$ cat src/rtl/midpoint_subdivision_line_clipper_defines.svh
// assertion macros used by the controller of the line clipper rtl
// no dependencies; taken in by `include inside module bodies
`ifndef MIDPOINT_SUBDIVISION_LINE_CLIPPER_DEFINES_SVH
`define MIDPOINT_SUBDIVISION_LINE_CLIPPER_DEFINES_SVH

// same-cycle implication, checked on every clock outside reset
`define MSLC_ASSERT_NOW(lbl, ante, cons, msg) \
   lbl: assert property (@(posedge clock) disable iff (reset) (ante) |-> (cons)) \
      else $error(msg);

// next-cycle implication, checked on every clock outside reset
`define MSLC_ASSERT_NEXT(lbl, ante, cons, msg) \
   lbl: assert property (@(posedge clock) disable iff (reset) (ante) |=> (cons)) \
      else $error(msg);

`endif

$ cat src/rtl/mslc_pkg.sv
// types and constants of the midpoint subdivision line clipper
// no dependencies; imported by every module of the block but mslc_ram
`timescale 1ns / 1ps

package mslc_pkg;

   localparam int COORD_BITS = 12;

   typedef logic signed [COORD_BITS-1:0] coord_type;

   // outcode bits
   localparam logic [3:0] CODE_LEFT   = 4'b0001;
   localparam logic [3:0] CODE_RIGHT  = 4'b0010;
   localparam logic [3:0] CODE_BOTTOM = 4'b0100;
   localparam logic [3:0] CODE_TOP    = 4'b1000;

   localparam coord_type WINDOW_LOW_RESET  = coord_type'(0);
   localparam coord_type WINDOW_HIGH_RESET = coord_type'(2047);

   typedef enum logic [1:0] {
      CSR_LEFT   = 2'd0,
      CSR_RIGHT  = 2'd1,
      CSR_TOP    = 2'd2,
      CSR_BOTTOM = 2'd3
   } csr_index_type;

   typedef struct packed {
      coord_type start_x;
      coord_type start_y;
      coord_type end_x;
      coord_type end_y;
   } req_type;

   typedef struct packed {
      coord_type piece_x1;
      coord_type piece_y1;
      coord_type piece_x2;
      coord_type piece_y2;
      logic      piece_valid;
      logic      last;
      logic      overflow;
   } rsp_type;

   typedef struct packed {
      coord_type x1;
      coord_type y1;
      coord_type x2;
      coord_type y2;
   } seg_type;

   localparam int SEG_BITS = $bits(seg_type);

   // controller to datapath
   typedef struct packed {
      logic load_in;    // piece register takes the new segment
      logic load_ram;   // piece register takes the popped stack entry
      logic split;      // push second half, keep first half
      logic rd_en;      // stack read
      logic emit;       // present piece as a visible result
      logic finish;     // present the closing result
      logic ovf;        // overflow flag for the closing result
   } cmd_type;

   // datapath to controller
   typedef struct packed {
      logic both_in;    // both endpoints inside the window
      logic drop;       // shared outcode bit or too short to split
   } status_type;

endpackage

$ cat src/rtl/mslc_ram.sv
// generic single-write, single-read ram with registered read data
// no dependencies
`timescale 1ns / 1ps

module mslc_ram #(
   parameter int WIDTH = 48,
   parameter int DEPTH = 16
) (
   input  logic                     clock,
   input  logic                     wr_en,
   input  logic [$clog2(DEPTH)-1:0] wr_addr,
   input  logic [WIDTH-1:0]         wr_data,
   input  logic                     rd_en,
   input  logic [$clog2(DEPTH)-1:0] rd_addr,
   output logic [WIDTH-1:0]         rd_data
);

   logic [WIDTH-1:0] mem_ff [DEPTH];
   logic [WIDTH-1:0] rd_data_ff;

   always_ff @(posedge clock) begin
      if (wr_en) begin
         mem_ff[wr_addr] <= wr_data;
      end
      if (rd_en) begin
         rd_data_ff <= mem_ff[rd_addr];
      end
   end

   assign rd_data = rd_data_ff;

endmodule

$ cat src/rtl/mslc_datapath.sv
// datapath: window registers, piece register, outcode test, midpoint split,
// segment stack and result register; depends on mslc_pkg and mslc_ram
`timescale 1ns / 1ps

module mslc_datapath #(
   parameter int STACK_DEPTH = 16
) (
   input  logic                           clock,
   input  logic                           reset,
   input  logic                           csr_wr_en,
   input  mslc_pkg::csr_index_type        csr_index,
   input  mslc_pkg::coord_type            csr_wdata,
   input  mslc_pkg::req_type              req_data,
   input  mslc_pkg::cmd_type              cmd,
   input  logic [$clog2(STACK_DEPTH)-1:0] wr_addr,
   input  logic [$clog2(STACK_DEPTH)-1:0] rd_addr,
   output mslc_pkg::status_type           status,
   output logic                           rsp_strobe,
   output mslc_pkg::rsp_type              rsp_data
);
   import mslc_pkg::*;

   localparam int AW = $clog2(STACK_DEPTH);
   localparam int DW = COORD_BITS + 1;

   coord_type  window_left_ff, window_right_ff, window_top_ff, window_bottom_ff;
   seg_type    piece_ff, piece_in;
   seg_type    half_b;
   logic [SEG_BITS-1:0] ram_rd_data;
   logic       rsp_strobe_ff, rsp_strobe_in;
   rsp_type    rsp_data_ff, rsp_data_in;
   logic [3:0] code1, code2;
   logic [DW-1:0] dx, dy;
   logic       short_piece;
   coord_type  mx, my;

   function automatic logic [3:0] outcode(input coord_type x, input coord_type y,
                                          input coord_type l, input coord_type r,
                                          input coord_type t, input coord_type b);
      logic [3:0] c;
      c = 4'b0000;
      if (x < l) c = c | CODE_LEFT;
      if (x > r) c = c | CODE_RIGHT;
      if (y > b) c = c | CODE_BOTTOM;
      if (y < t) c = c | CODE_TOP;
      return c;
   endfunction

   // (a + b) / 2 rounded toward zero
   function automatic coord_type midpoint(input coord_type a, input coord_type b);
      logic signed [DW-1:0] s;
      logic signed [DW-1:0] h;
      s = {a[COORD_BITS-1], a} + {b[COORD_BITS-1], b};
      h = (s >>> 1) + $signed({{COORD_BITS{1'b0}}, s[DW-1] & s[0]});
      return h[COORD_BITS-1:0];
   endfunction

   always_ff @(posedge clock) begin
      if (reset) begin
         window_left_ff   <= WINDOW_LOW_RESET;
         window_right_ff  <= WINDOW_HIGH_RESET;
         window_top_ff    <= WINDOW_LOW_RESET;
         window_bottom_ff <= WINDOW_HIGH_RESET;
      end else if (csr_wr_en) begin
         case (csr_index)
            CSR_LEFT:   window_left_ff   <= csr_wdata;
            CSR_RIGHT:  window_right_ff  <= csr_wdata;
            CSR_TOP:    window_top_ff    <= csr_wdata;
            CSR_BOTTOM: window_bottom_ff <= csr_wdata;
            default: ;
         endcase
      end
   end

   assign code1 = outcode(piece_ff.x1, piece_ff.y1, window_left_ff, window_right_ff,
                          window_top_ff, window_bottom_ff);
   assign code2 = outcode(piece_ff.x2, piece_ff.y2, window_left_ff, window_right_ff,
                          window_top_ff, window_bottom_ff);

   assign dx = {piece_ff.x1[COORD_BITS-1], piece_ff.x1}
             - {piece_ff.x2[COORD_BITS-1], piece_ff.x2};
   assign dy = {piece_ff.y1[COORD_BITS-1], piece_ff.y1}
             - {piece_ff.y2[COORD_BITS-1], piece_ff.y2};
   assign short_piece = (dx == DW'(0) || dx == DW'(1) || dx == {DW{1'b1}})
                     && (dy == DW'(0) || dy == DW'(1) || dy == {DW{1'b1}});

   assign status.both_in = (code1 == 4'b0000) && (code2 == 4'b0000);
   assign status.drop    = ((code1 & code2) != 4'b0000) || short_piece;

   assign mx = midpoint(piece_ff.x1, piece_ff.x2);
   assign my = midpoint(piece_ff.y1, piece_ff.y2);

   always_comb begin
      half_b.x1 = mx;
      half_b.y1 = my;
      half_b.x2 = piece_ff.x2;
      half_b.y2 = piece_ff.y2;
      piece_in  = piece_ff;
      if (cmd.load_in) begin
         piece_in.x1 = req_data.start_x;
         piece_in.y1 = req_data.start_y;
         piece_in.x2 = req_data.end_x;
         piece_in.y2 = req_data.end_y;
      end else if (cmd.load_ram) begin
         piece_in = seg_type'(ram_rd_data);
      end else if (cmd.split) begin
         piece_in.x2 = mx;
         piece_in.y2 = my;
      end
   end

   always_ff @(posedge clock) begin
      piece_ff <= piece_in;
   end

   mslc_ram #(
      .WIDTH (SEG_BITS),
      .DEPTH (STACK_DEPTH)
   ) u_stack (
      .clock   (clock),
      .wr_en   (cmd.split),
      .wr_addr (wr_addr[AW-1:0]),
      .wr_data (SEG_BITS'(half_b)),
      .rd_en   (cmd.rd_en),
      .rd_addr (rd_addr[AW-1:0]),
      .rd_data (ram_rd_data)
   );

   always_comb begin
      rsp_strobe_in = cmd.emit | cmd.finish;
      rsp_data_in   = '0;
      if (cmd.emit) begin
         rsp_data_in.piece_x1    = piece_ff.x1;
         rsp_data_in.piece_y1    = piece_ff.y1;
         rsp_data_in.piece_x2    = piece_ff.x2;
         rsp_data_in.piece_y2    = piece_ff.y2;
         rsp_data_in.piece_valid = 1'b1;
      end else if (cmd.finish) begin
         rsp_data_in.last     = 1'b1;
         rsp_data_in.overflow = cmd.ovf;
      end
   end

   always_ff @(posedge clock) begin
      if (reset) begin
         rsp_strobe_ff <= 1'b0;
      end else begin
         rsp_strobe_ff <= rsp_strobe_in;
      end
      rsp_data_ff <= rsp_data_in;
   end

   assign rsp_strobe = rsp_strobe_ff;
   assign rsp_data   = rsp_data_ff;

endmodule

$ cat src/rtl/mslc_ctrl.sv
// controller: sequencing state machine, stack pointer, piece count, overflow
// depends on mslc_pkg and the assertion macro header
`timescale 1ns / 1ps

module mslc_ctrl #(
   parameter int STACK_DEPTH = 16,
   parameter int MAX_PIECES  = 63
) (
   input  logic                           clock,
   input  logic                           reset,
   input  logic                           start,
   output logic                           busy,
   input  mslc_pkg::status_type           status,
   output mslc_pkg::cmd_type              cmd,
   output logic [$clog2(STACK_DEPTH)-1:0] wr_addr,
   output logic [$clog2(STACK_DEPTH)-1:0] rd_addr
);
   import mslc_pkg::*;
   `include "midpoint_subdivision_line_clipper_defines.svh"

   localparam int AW  = $clog2(STACK_DEPTH);
   localparam int SPW = $clog2(STACK_DEPTH + 1);
   localparam int CW  = $clog2(MAX_PIECES + 1);

   typedef enum logic [2:0] {
      ST_IDLE,
      ST_TEST,
      ST_POP,
      ST_LOAD,
      ST_CLOSE
   } state_type;

   state_type      state_ff, state_in;
   logic [SPW-1:0] sp_ff, sp_in;
   logic [CW-1:0]  count_ff, count_in;
   logic           ovf_ff, ovf_in;
   logic [SPW:0]   sp_plus2;
   logic [SPW-1:0] sp_minus1;
   logic           full;
   state_type      after_piece;

   assign sp_plus2  = {1'b0, sp_ff} + (SPW + 1)'(2);
   assign sp_minus1 = sp_ff - SPW'(1);
   assign full      = sp_plus2 > (SPW + 1)'(STACK_DEPTH);
   assign after_piece = (sp_ff == '0) ? ST_CLOSE : ST_POP;

   always_comb begin
      state_in = state_ff;
      sp_in    = sp_ff;
      count_in = count_ff;
      ovf_in   = ovf_ff;
      cmd      = '0;
      cmd.ovf  = ovf_ff;
      case (state_ff)
         ST_IDLE: begin
            if (start) begin
               cmd.load_in = 1'b1;
               sp_in       = '0;
               count_in    = '0;
               ovf_in      = 1'b0;
               state_in    = ST_TEST;
            end
         end
         ST_TEST: begin
            if (status.both_in) begin
               if (count_ff < CW'(MAX_PIECES)) begin
                  cmd.emit = 1'b1;
                  count_in = count_ff + CW'(1);
               end else begin
                  ovf_in = 1'b1;
               end
               state_in = after_piece;
            end else if (status.drop) begin
               state_in = after_piece;
            end else if (full) begin
               ovf_in   = 1'b1;
               state_in = after_piece;
            end else begin
               // second half goes on the stack, first half stays for the next test
               cmd.split = 1'b1;
               sp_in     = sp_ff + SPW'(1);
            end
         end
         ST_POP: begin
            cmd.rd_en = 1'b1;
            sp_in     = sp_minus1;
            state_in  = ST_LOAD;
         end
         ST_LOAD: begin
            cmd.load_ram = 1'b1;
            state_in     = ST_TEST;
         end
         ST_CLOSE: begin
            cmd.finish = 1'b1;
            state_in   = ST_IDLE;
         end
         default: begin
            state_in = ST_IDLE;
         end
      endcase
   end

   always_ff @(posedge clock) begin
      if (reset) begin
         state_ff <= ST_IDLE;
         sp_ff    <= '0;
         count_ff <= '0;
         ovf_ff   <= 1'b0;
      end else begin
         state_ff <= state_in;
         sp_ff    <= sp_in;
         count_ff <= count_in;
         ovf_ff   <= ovf_in;
      end
   end

   assign busy    = (state_ff != ST_IDLE);
   assign wr_addr = sp_ff[AW-1:0];
   assign rd_addr = sp_minus1[AW-1:0];

   `MSLC_ASSERT_NOW(a_sp_room, 1'b1, sp_ff < SPW'(STACK_DEPTH), "stack pointer past depth")
   `MSLC_ASSERT_NOW(a_pop_nonempty, state_ff == ST_POP, sp_ff != '0, "pop from empty stack")
   `MSLC_ASSERT_NOW(a_close_empty, cmd.finish, sp_ff == '0, "closing with pieces pending")
   `MSLC_ASSERT_NEXT(a_emit_limit, cmd.emit, count_ff <= CW'(MAX_PIECES), "piece count past limit")
   `MSLC_ASSERT_NOW(a_one_result, 1'b1, !(cmd.emit && cmd.finish), "two results in one cycle")

endmodule

$ cat src/rtl/midpoint_subdivision_line_clipper.sv
// start loads the segment into the piece register for its first test; every result is registered,
//   and a new segment is taken only once the closing state is done and the block is idle again
// each popped piece needs a stack read with registered data (pop, load, test)
// reset: synchronous, active high; clears the sequencer and resets the window to 0..2047
// the segment stack is not cleared; every entry is written before it is read
// results are one-cycle strobes, the receiver cannot stall
`timescale 1ns / 1ps

module midpoint_subdivision_line_clipper #(
   parameter int STACK_DEPTH = 16,
   parameter int MAX_PIECES  = 63
) (
   input  logic                    clock,
   input  logic                    reset,
   // input item: one segment, taken on start while not busy
   input  logic                    start,
   output logic                    busy,
   input  mslc_pkg::req_type       req_data,
   // result items: visible pieces, then one closing item with last set
   output logic                    rsp_strobe,
   output mslc_pkg::rsp_type       rsp_data,
   // window registers
   input  logic                    csr_wr_en,
   input  mslc_pkg::csr_index_type csr_index,
   input  mslc_pkg::coord_type     csr_wdata
);
   import mslc_pkg::*;

   localparam int AW = $clog2(STACK_DEPTH);

   cmd_type       cmd;
   status_type    status;
   logic [AW-1:0] wr_addr;
   logic [AW-1:0] rd_addr;

   // sequencer: decides emit, drop or split for the piece under test and
   // walks the stack of pending halves
   mslc_ctrl #(
      .STACK_DEPTH (STACK_DEPTH),
      .MAX_PIECES  (MAX_PIECES)
   ) u_ctrl (
      .clock   (clock),
      .reset   (reset),
      .start   (start),
      .busy    (busy),
      .status  (status),
      .cmd     (cmd),
      .wr_addr (wr_addr),
      .rd_addr (rd_addr)
   );

   // datapath: window and piece registers, outcodes, midpoint, stack memory and result register
   mslc_datapath #(
      .STACK_DEPTH (STACK_DEPTH)
   ) u_datapath (
      .clock      (clock),
      .reset      (reset),
      .csr_wr_en  (csr_wr_en),
      .csr_index  (csr_index),
      .csr_wdata  (csr_wdata),
      .req_data   (req_data),
      .cmd        (cmd),
      .wr_addr    (wr_addr),
      .rd_addr    (rd_addr),
      .status     (status),
      .rsp_strobe (rsp_strobe),
      .rsp_data   (rsp_data)
   );

endmodule

$ cat config.mk
export PLATFORM = sky130hd
export DESIGN_NAME = midpoint_subdivision_line_clipper
export DESIGN_NICKNAME = d
export VERILOG_FILES = /design/src/rtl/mslc_pkg.sv /design/src/rtl/mslc_ram.sv /design/src/rtl/mslc_datapath.sv /design/src/rtl/mslc_ctrl.sv /design/src/rtl/midpoint_subdivision_line_clipper.sv
export VERILOG_INCLUDE_DIRS = /design/src /design/src/rtl
export SDC_FILE = /design/constraint.sdc
export NUM_CORES = 1
export LEC_CHECK = 0
export BUFFER_PORTS_ARGS = -buffer_cell sky130_fd_sc_hd__buf_4
export CORE_MARGIN = 8
export CORE_UTILIZATION = 58
export CTS_BUF_LIST = sky130_fd_sc_hd__clkbuf_8
export DETAILED_ROUTE_END_ITERATION = 8
export PLACE_DENSITY = 0.75
export SLEW_MARGIN = 25
export SYNTH_ARGS = -nofsm -noshare
export SYNTH_HDL_FRONTEND = slang
export SYNTH_SLANG_ARGS = --single-unit
$ cat constraint.sdc
create_clock -name clock -period 4.4 [get_ports clock]
set_clock_uncertainty 0.1 [all_clocks]
set_input_delay 0.66 -clock clock [delete_from_list [all_inputs] [get_ports clock]]
set_output_delay 0.66 -clock clock [all_outputs]
set_load 0.01 [all_outputs]
==> run_results.csv, run 1 <==
group,metric,value,unit
logic_synthesis,syn_area,0.0419,sq mm
floorplanning,rows,98,
worst_setup_path,crit_required,4740,ps
drt,wl_met2,53300,microns
power,leakage,17.3,nW
logic_synthesis,synth_top_area_share,61.9,%
worst_setup_path,r2r-start,"u_datapath.piece_ff[35]",
worst_setup_path,crit_path_max_fanout,35,
logic_synthesis,syn_nets,2753,
clock_network,cts_tree,"built",
finish,final_nets,3109,
worst_setup_path,critPathBufInv,2,
drt,dr_total_vias,25500,
clock_network,numCtsBuffers,153,
drt,wire_per_inst,29.4,microns
worst_setup_path,startpoint,"u_datapath.piece_ff[35]",
logic_synthesis,yosysSeqAreaShare,67.4,%
global_routing,antenna_found_initial,5,
worst_setup_path,crit_chain,"ha_1 > nand4_1 > or3_1 > o31ai_2 > mux2i_1 > o21a_1 > a221o_1 > or3_4 > nor3_4 > and2_1 > buf_12 > and3_2 > buf_12",
logic_synthesis,synthCells,2530,
floorplanning,fp.coreArea,0.0715,sq mm
floorplanning,die_w,285,microns
finish,fin_cells,3954,
drt,wl_met1,45500,microns
worst_setup_path,endpoint,"u_datapath.u_stack.mem_ff[13][23]",
sta,worst_slack,146,ps
sta,fin_crit,4250,ps
logic_synthesis,synth_edf_count,864,
worst_setup_path,cpMaxStageDelayCell,"edfxtp_1",
logic_synthesis,synth-seq-cells,979,
worst_setup_path,critical_path_arrival,4600,ps
worst_setup_path,r2r_end,"u_datapath.u_stack.mem_ff[13][23]",
worst_setup_path,crit_path_end_kind,"flop",
finish,drive_above_1_share,26.8,%
sta,setup_viol,0,
worst_setup_path,path_depth,13,
global_routing,grt_pass1_wl,168000,microns
floorplanning,die_height,285,microns
worst_setup_path,ff2ff_path_depth,13,
logic_synthesis,synth-main-ff-cell,"edfxtp_1",
logic_synthesis,synth_top_area_cell,"edfxtp_1",
drt,drcViolationCount,0,
floorplanning,fp.dieArea,0.0811,sq mm
worst_setup_path,cp_common_cell,"buf_12",
floorplanning,io_pins,119,
run,maxCapViolations,0,
global_routing,grt_max_degree,122,
clock_network,clock-sinks,979,
power,power,38.6,mW
sta,worst_pin_slew,1070,ps
power,peakVddDrop,0.580,mV
sta,slew_headroom,28.8,%
worst_setup_path,crit_type,"reg -> reg",
worst_setup_path,r2r_setup_slack,150,ps
hold_path,min_path_type,"in -> reg",
drt,drt_iter0_markers,2932,
place,pre_cts_slack,-213,ps
clock_network,cts-htree-levels,4,
logic_synthesis,ys_top_cells_by_area,"edfxtp_1 (62%), mux4_2 (13%), dfxtp_1 (5.5%), ha_1 (4.6%), nand2_1 (1.9%)",
worst_setup_path,cp_top_family,"simple AND/OR/NAND/NOR gates",
sta,slew_violations,0,
sta,finalCritPeriodShare,96.7,%
floorplanning,floorplan.initialDensity,58.6,%
drt,drtPass1Iterations,6,
place,portBuffers,118,
global_routing,grt_use_total,28.1,%
drt,ant_nets,0,
sta,hold_viol,0,
global_routing,grt_pass1_vias,25300,
sta,fmax,235,MHz
drt,viasPerCell,6.45,
finish,finish.utilization,68.3,%
logic_synthesis,async_flop_share,0,%
place,placed_cells,3667,
logic_synthesis,ys_warn_count,0,
place,post_dp_cell_area,0.0454,sq mm
drt,maxUsedRoutingLayer,"met4",
clock_network,cts-root-buf,"clkbuf_8",
clock_network,clk_pin_slew,60,ps
worst_setup_path,crit_path_start_kind,"flop",
finish,final_cell_area,0.0488,sq mm
clock_network,clockBufferDepth,3,
place,gp_congestion,0.926,
drt,route.met3.wl,14300,microns
worst_setup_path,critPathMaxStageDelay,570,ps
logic_synthesis,synth.avg_cell_area,16.6,sq um
place,dp_hpwl,77600,microns
drt,routed_wl,116000,microns
power,power.density,791,mW/mm^2
finish,area_delta_synth_final,16.5,%
clock_network,clkLatencyLatePin,820,ps
global_routing,grt_overflow_total,0,
logic_synthesis,ys_types,80,
status,outcome,"finished, final reports clean",
## sequential cells by signal, summed over array words and instances, names as in the netlist
name                         count
u_datapath.rsp_strobe            1
u_ctrl.sp_ff                     5
u_datapath.window_bottom_ff     12
u_ctrl.count_ff                  6
u_ctrl.ovf_ff                    1
u_datapath.piece_ff             24
u_datapath.rsp_data             51
u_datapath.u_stack.rd_data      48
u_datapath.window_left_ff       12
u_ctrl.state_ff                  3
u_datapath.window_top_ff        12
u_datapath.u_stack.mem_ff      768
u_datapath.window_right_ff      12
u_datapath.half_b               24
## area by class of cell
| class | instances | area, sq um |
|---|---|---|
| flip-flops and latches | 979 | 28300 |
| clock inverters | 106 | 856 |
| diodes | 2 | 5.00 |
| repair buffers | 312 | 2860 |
| multi-input cells | 1328 | 13000 |
| fillers | 4483 | 22700 |
| well taps | 950 | 1190 |
| inverters | 112 | 420 |
| clock buffers | 165 | 2270 |
## cells by family after synthesis
family	share of synthesized area, %
fa+ha+maj	4.76
simple gates	6.51
buf+inv	2.06
xor+xnor	1.00
compound gates	5.08
mux	13.2
flops	67.4
## routing by layer
layer / GRT usage [%] / up-vias
met5: 0 / -
li1: - / 10700
met4: 8.84 / 0
met2: 43.3 / 1653
met1: 39.2 / 12900
met3: 7.89 / 220
## power by group
part           internal [mW]  switching, mW  leakage [nW]  total (mW)
sequential              13.5          0.453          8.73        14.0
combinational           6.36           10.4          6.87        16.8
clock                   4.21           3.63          1.73        7.84
total                   24.1           14.5          17.3        38.6
## worst min-delay path by stage
stage                           startpoint                              to  cells after the start
2_1_floorplan                u_ctrl.ovf_ff                   u_ctrl.ovf_ff                      2
5_1_grt                      csr_wdata[10]    u_datapath.window_top_ff[10]                      3
3_3_place_gp   u_datapath.window_top_ff[6]     u_datapath.window_top_ff[6]                      2
6_report                      csr_wdata[2]  u_datapath.window_bottom_ff[2]                      3
3_5_place_dp   u_datapath.window_top_ff[6]     u_datapath.window_top_ff[6]                      2
4_1_cts                       csr_wdata[0]  u_datapath.window_bottom_ff[0]                      3
## tightest hold or removal path, delay by kind of cell
family	cells	cell delay, ps
buffers and inverters	1	140
AOI/OAI and AO/OA	1	80
and+or+nand+nor	1	60
## synthesized netlist by cell type, types with 28 or more instances
cell type	count
a21oi_1	96
mux4_2	240
o21ai_0	39
o211ai_1	28
edfxtp_1	864
xnor2_1	33
dfxtp_1	115
inv_1	110
nor2_1	103
clkbuf_1	85
ha_1	153
nand2_1	208
and3_1	63
nor3_1	32
## repair_timing
item | in CTS | in global routing
buffers inserted | 0 | 7
hold buffers | 5 | 0
endpoints found under the setup margin | 340 | 873
pin swaps | 0 | 0
gates resized for setup | 3 | 14
endpoints found under the hold margin | 6 | 0
cloned | 0 | 1
## cell usage in the layout (no fill, tap or decap), drive strengths merged, types with 6 or more instances in the layout
cell,synthesis,final
and2,11,11
edfxtp,864,864
nand2b,22,22
buf,26,306
a21o,22,22
and4,15,15
nor2b,17,17
ha,153,153
or3,6,6
o21ai,41,41
bufinv,0,12
a211oi,15,15
clkbuf,85,166
mux2i,10,10
a31oi,23,23
xor2,15,15
o211ai,28,28
nor3b,7,7
xnor2,33,33
and3,63,63
o31a,7,7
nand2,208,208
a2111oi,9,9
nand3,23,23
o21a,8,8
nor2,103,103
clkinv,2,49
a211o,8,8
a21oi,96,96
nor3,33,33
inv,110,155
nor4,13,13
mux4,240,240
o31ai,8,8
dfxtp,115,115
nand4,13,13
## stage by stage
| stage | hold WS (ps) | setup TNS [ps] |
|---|---|---|
| floorplan | 317 | 0 |
| global placement | 343 | -594 |
| detailed placement | 353 | -5840 |
| CTS | 2.03 | 0 |
| global route | 28.1 | -322 |
| finish | 67.1 | 0 |
(Power assumes the default switching activity.)
==> run 2: changes to the inputs <==
- CORE_ASPECT_RATIO: unset -> 0.9
==> run 2 against run 1 <==
Maximum frequency is 0.75% lower. Final area is 1.1% lower. Sequential power hardly changed. Die area hardly changed. Critical path depth is 1 higher. Largest power group unchanged. Combinational power is 2% lower. Flip-flop and latch count stayed put. Sequential share of layout area is 0.66 points higher. Clock power is 10% lower. Worst hold slack better by 3.8 ps. Worst setup slack worse by 32 ps. Via count is 1.9% lower. Critical path type unchanged.
==> run_results.csv, run 2 (synthesis gave the netlist of run 1 again) <==
group,metric,value,unit
drt,dr_total_vias,25000,
worst_setup_path,crit_chain,"ha_1 > fa_1 > nand2b_1 > a211o_1 > a21oi_1 > xnor2_1 > nand3_1 > or4b_1 > o22ai_2 > o22ai_2 > and2_1 > buf_12 > and3_2 > buf_12",
sta,worst_slack,113,ps
power,p_comb_share,43.8,%
worst_setup_path,crit_required,4820,ps
drt,drtPass1Iterations,6,
worst_setup_path,cp_top_family,"simple AND/OR/NAND/NOR gates",
clock_network,clk_pin_slew,60,ps
worst_setup_path,crit_path_start_kind,"flop",
power,power.density,773,mW/mm^2
finish,fillers,4609,
sta,finalCritPeriodShare,97.4,%
sta,finalSetupTns,0,ps
worst_setup_path,cpMaxStageDelayCell,"or4b_1",
drt,ant_nets,0,
worst_setup_path,critPathBufInv,2,
worst_setup_path,crit_type,"reg -> reg",
sta,hold_viol,0,
worst_setup_path,critPathMaxStageDelay,590,ps
place,pre_cts_slack,-30.0,ps
power,power.switching,14.1,mW
place,placed_cells,3649,
drt,drt_iter0_markers,3275,
floorplanning,rows,93,
finish,area_delta_synth_final,15.2,%
global_routing,grt_use_total,26.7,%
worst_setup_path,critical_path_arrival,4710,ps
clock_network,cts_tree,"built",
finish,fin_cells,3919,
global_routing,grt_overflow_total,0,
run,maxCapViolations,0,
clock_network,numCtsBuffers,147,
floorplanning,io_pins,119,
sta,slew_violations,0,
place,gp_congestion,0.910,
finish,regMostFlops,"u_datapath.u_stack.mem_ff",
sta,setup_viol,0,
power,clkPwrFrac,18.8,%
clock_network,clkLatencyLatePin,800,ps
power,leakage,17.1,nW
sta,worst_pin_slew,940,ps
place,post_dp_cell_area,0.0454,sq mm
finish,final_nets,3075,
finish,finish.utilization,67.5,%
hold_path,min_path_type,"in -> reg",
power,p_int,23.2,mW
power,p_seq_share,37.3,%
worst_setup_path,crit_path_max_fanout,28,
finish,drive_above_1_share,25.2,%
clock_network,cts-htree-levels,4,
finish,final_cell_area,0.0483,sq mm
sta,fmax,233,MHz
place,portBuffers,118,
drt,wire_per_inst,27.8,microns
finish,largest_reg_flops,768,
clock_network,cts-root-buf,"clkbuf_8",
worst_setup_path,crit_path_end_kind,"flop",
floorplanning,die_height,271,microns
finish,seqCellArea,0.0283,sq mm
sta,fin_crit,4290,ps
sta,slew_headroom,37.1,%
clock_network,cts_setup_buffers,0,
floorplanning,floorplan.initialDensity,58.5,%
floorplanning,fp.dieArea,0.0811,sq mm
clock_network,clockBufferDepth,3,
sta,rsz0062_at_grt,"yes",
floorplanning,fp.coreArea,0.0716,sq mm
finish,multiInputGateArea,0.0129,sq mm
finish,layout_common_cells,"edfxtp_1 (864), mux4_2 (240), buf_4 (233), nand2_1 (207), inv_1 (163)",
floorplanning,die_w,299,microns
finish,final_common_cell,"edfxtp_1",
global_routing,antenna_found_initial,2,
global_routing,grt_pass1_wl,162000,microns
clock_network,clock-sinks,979,
power,peakVddDrop,0.540,mV
global_routing,grt_pass1_vias,24800,
place,dp_hpwl,75400,microns
drt,drcViolationCount,0,
drt,viasPerCell,6.38,
status,outcome,"finished, final reports clean",
power,switching_share,37.9,%
global_routing,grt_max_degree,107,
drt,routed_wl,109000,microns
-- run 2: final cells by class --
| class | instances | area share, % |
|---|---|---|
| clock buffer | 150 | 4.28 |
| antenna | 2 | 0.0104 |
| tap | 950 | 2.46 |
| sequential | 979 | 58.5 |
| timing repair buffer | 284 | 5.64 |
| clock inverter | 114 | 1.45 |
| multi-input combinational | 1328 | 26.8 |
| inverter | 112 | 0.871 |
-- run 2: per-layer routing --
| layer | track usage (%) | wire length, microns | vias up |
|---|---|---|---|
| li1 | - | - | 10700 |
| met2 | 38.2 | 47600 | 1477 |
| met1 | 40.5 | 46200 | 12700 |
| met3 | 6.75 | 12400 | 191 |
| met4 | 8.07 | 2860 | 0 |
| met5 | 0 | 0 | - |
-- run 2: worst min-delay path: cells and delay by family --
family                 cells  cell delay, ps
AOI/OAI and AO/OA          1              80
and+or+nand+nor            1              60
buffers and inverters      1             130
-- run 2: power groups by stage --
stage          Clock (mW)  Sequential, mW  Combinational [mW]
2_1_floorplan           0            14.3                9.36
3_3_place_gp            0            14.1                15.5
3_5_place_dp            0            14.1                16.1
4_1_cts              7.14            13.9                16.1
5_1_grt              7.52            14.0                17.5
6_report             7.03            13.9                16.4
-- run 2: worst paths after layout --
path	start	endpoint	slack (ps)	cells after the start
setup reg to reg	u_datapath.half_b[12]	u_datapath.u_stack.mem_ff[12][1]	110	14
hold / removal	csr_wdata[6]	u_datapath.window_bottom_ff[6]	70	3
setup / recovery	u_datapath.half_b[12]	u_datapath.u_stack.mem_ff[12][1]	110	14
hold reg to reg	u_datapath.window_top_ff[4]	u_datapath.window_top_ff[4]	370	2
-- run 2: repair_timing --
item | 4_1_cts | 5_1_grt
pin swaps | 0 | 0
hold endpoints to repair | 11 | 0
gates resized for setup | 1 | 9
hold buffers | 4 | 0
setup endpoints to repair | 16 | 833
-- run 2: through the flow --
stage / hold slack (ps) / power (mW)
after floorplan: 317 / 23.6
final: 70.9 / 37.3
after detailed placement: 350 / 30.2
after global routing: 45.6 / 38.9
after global placement: 344 / 29.6
after CTS: 0.507 / 37.2
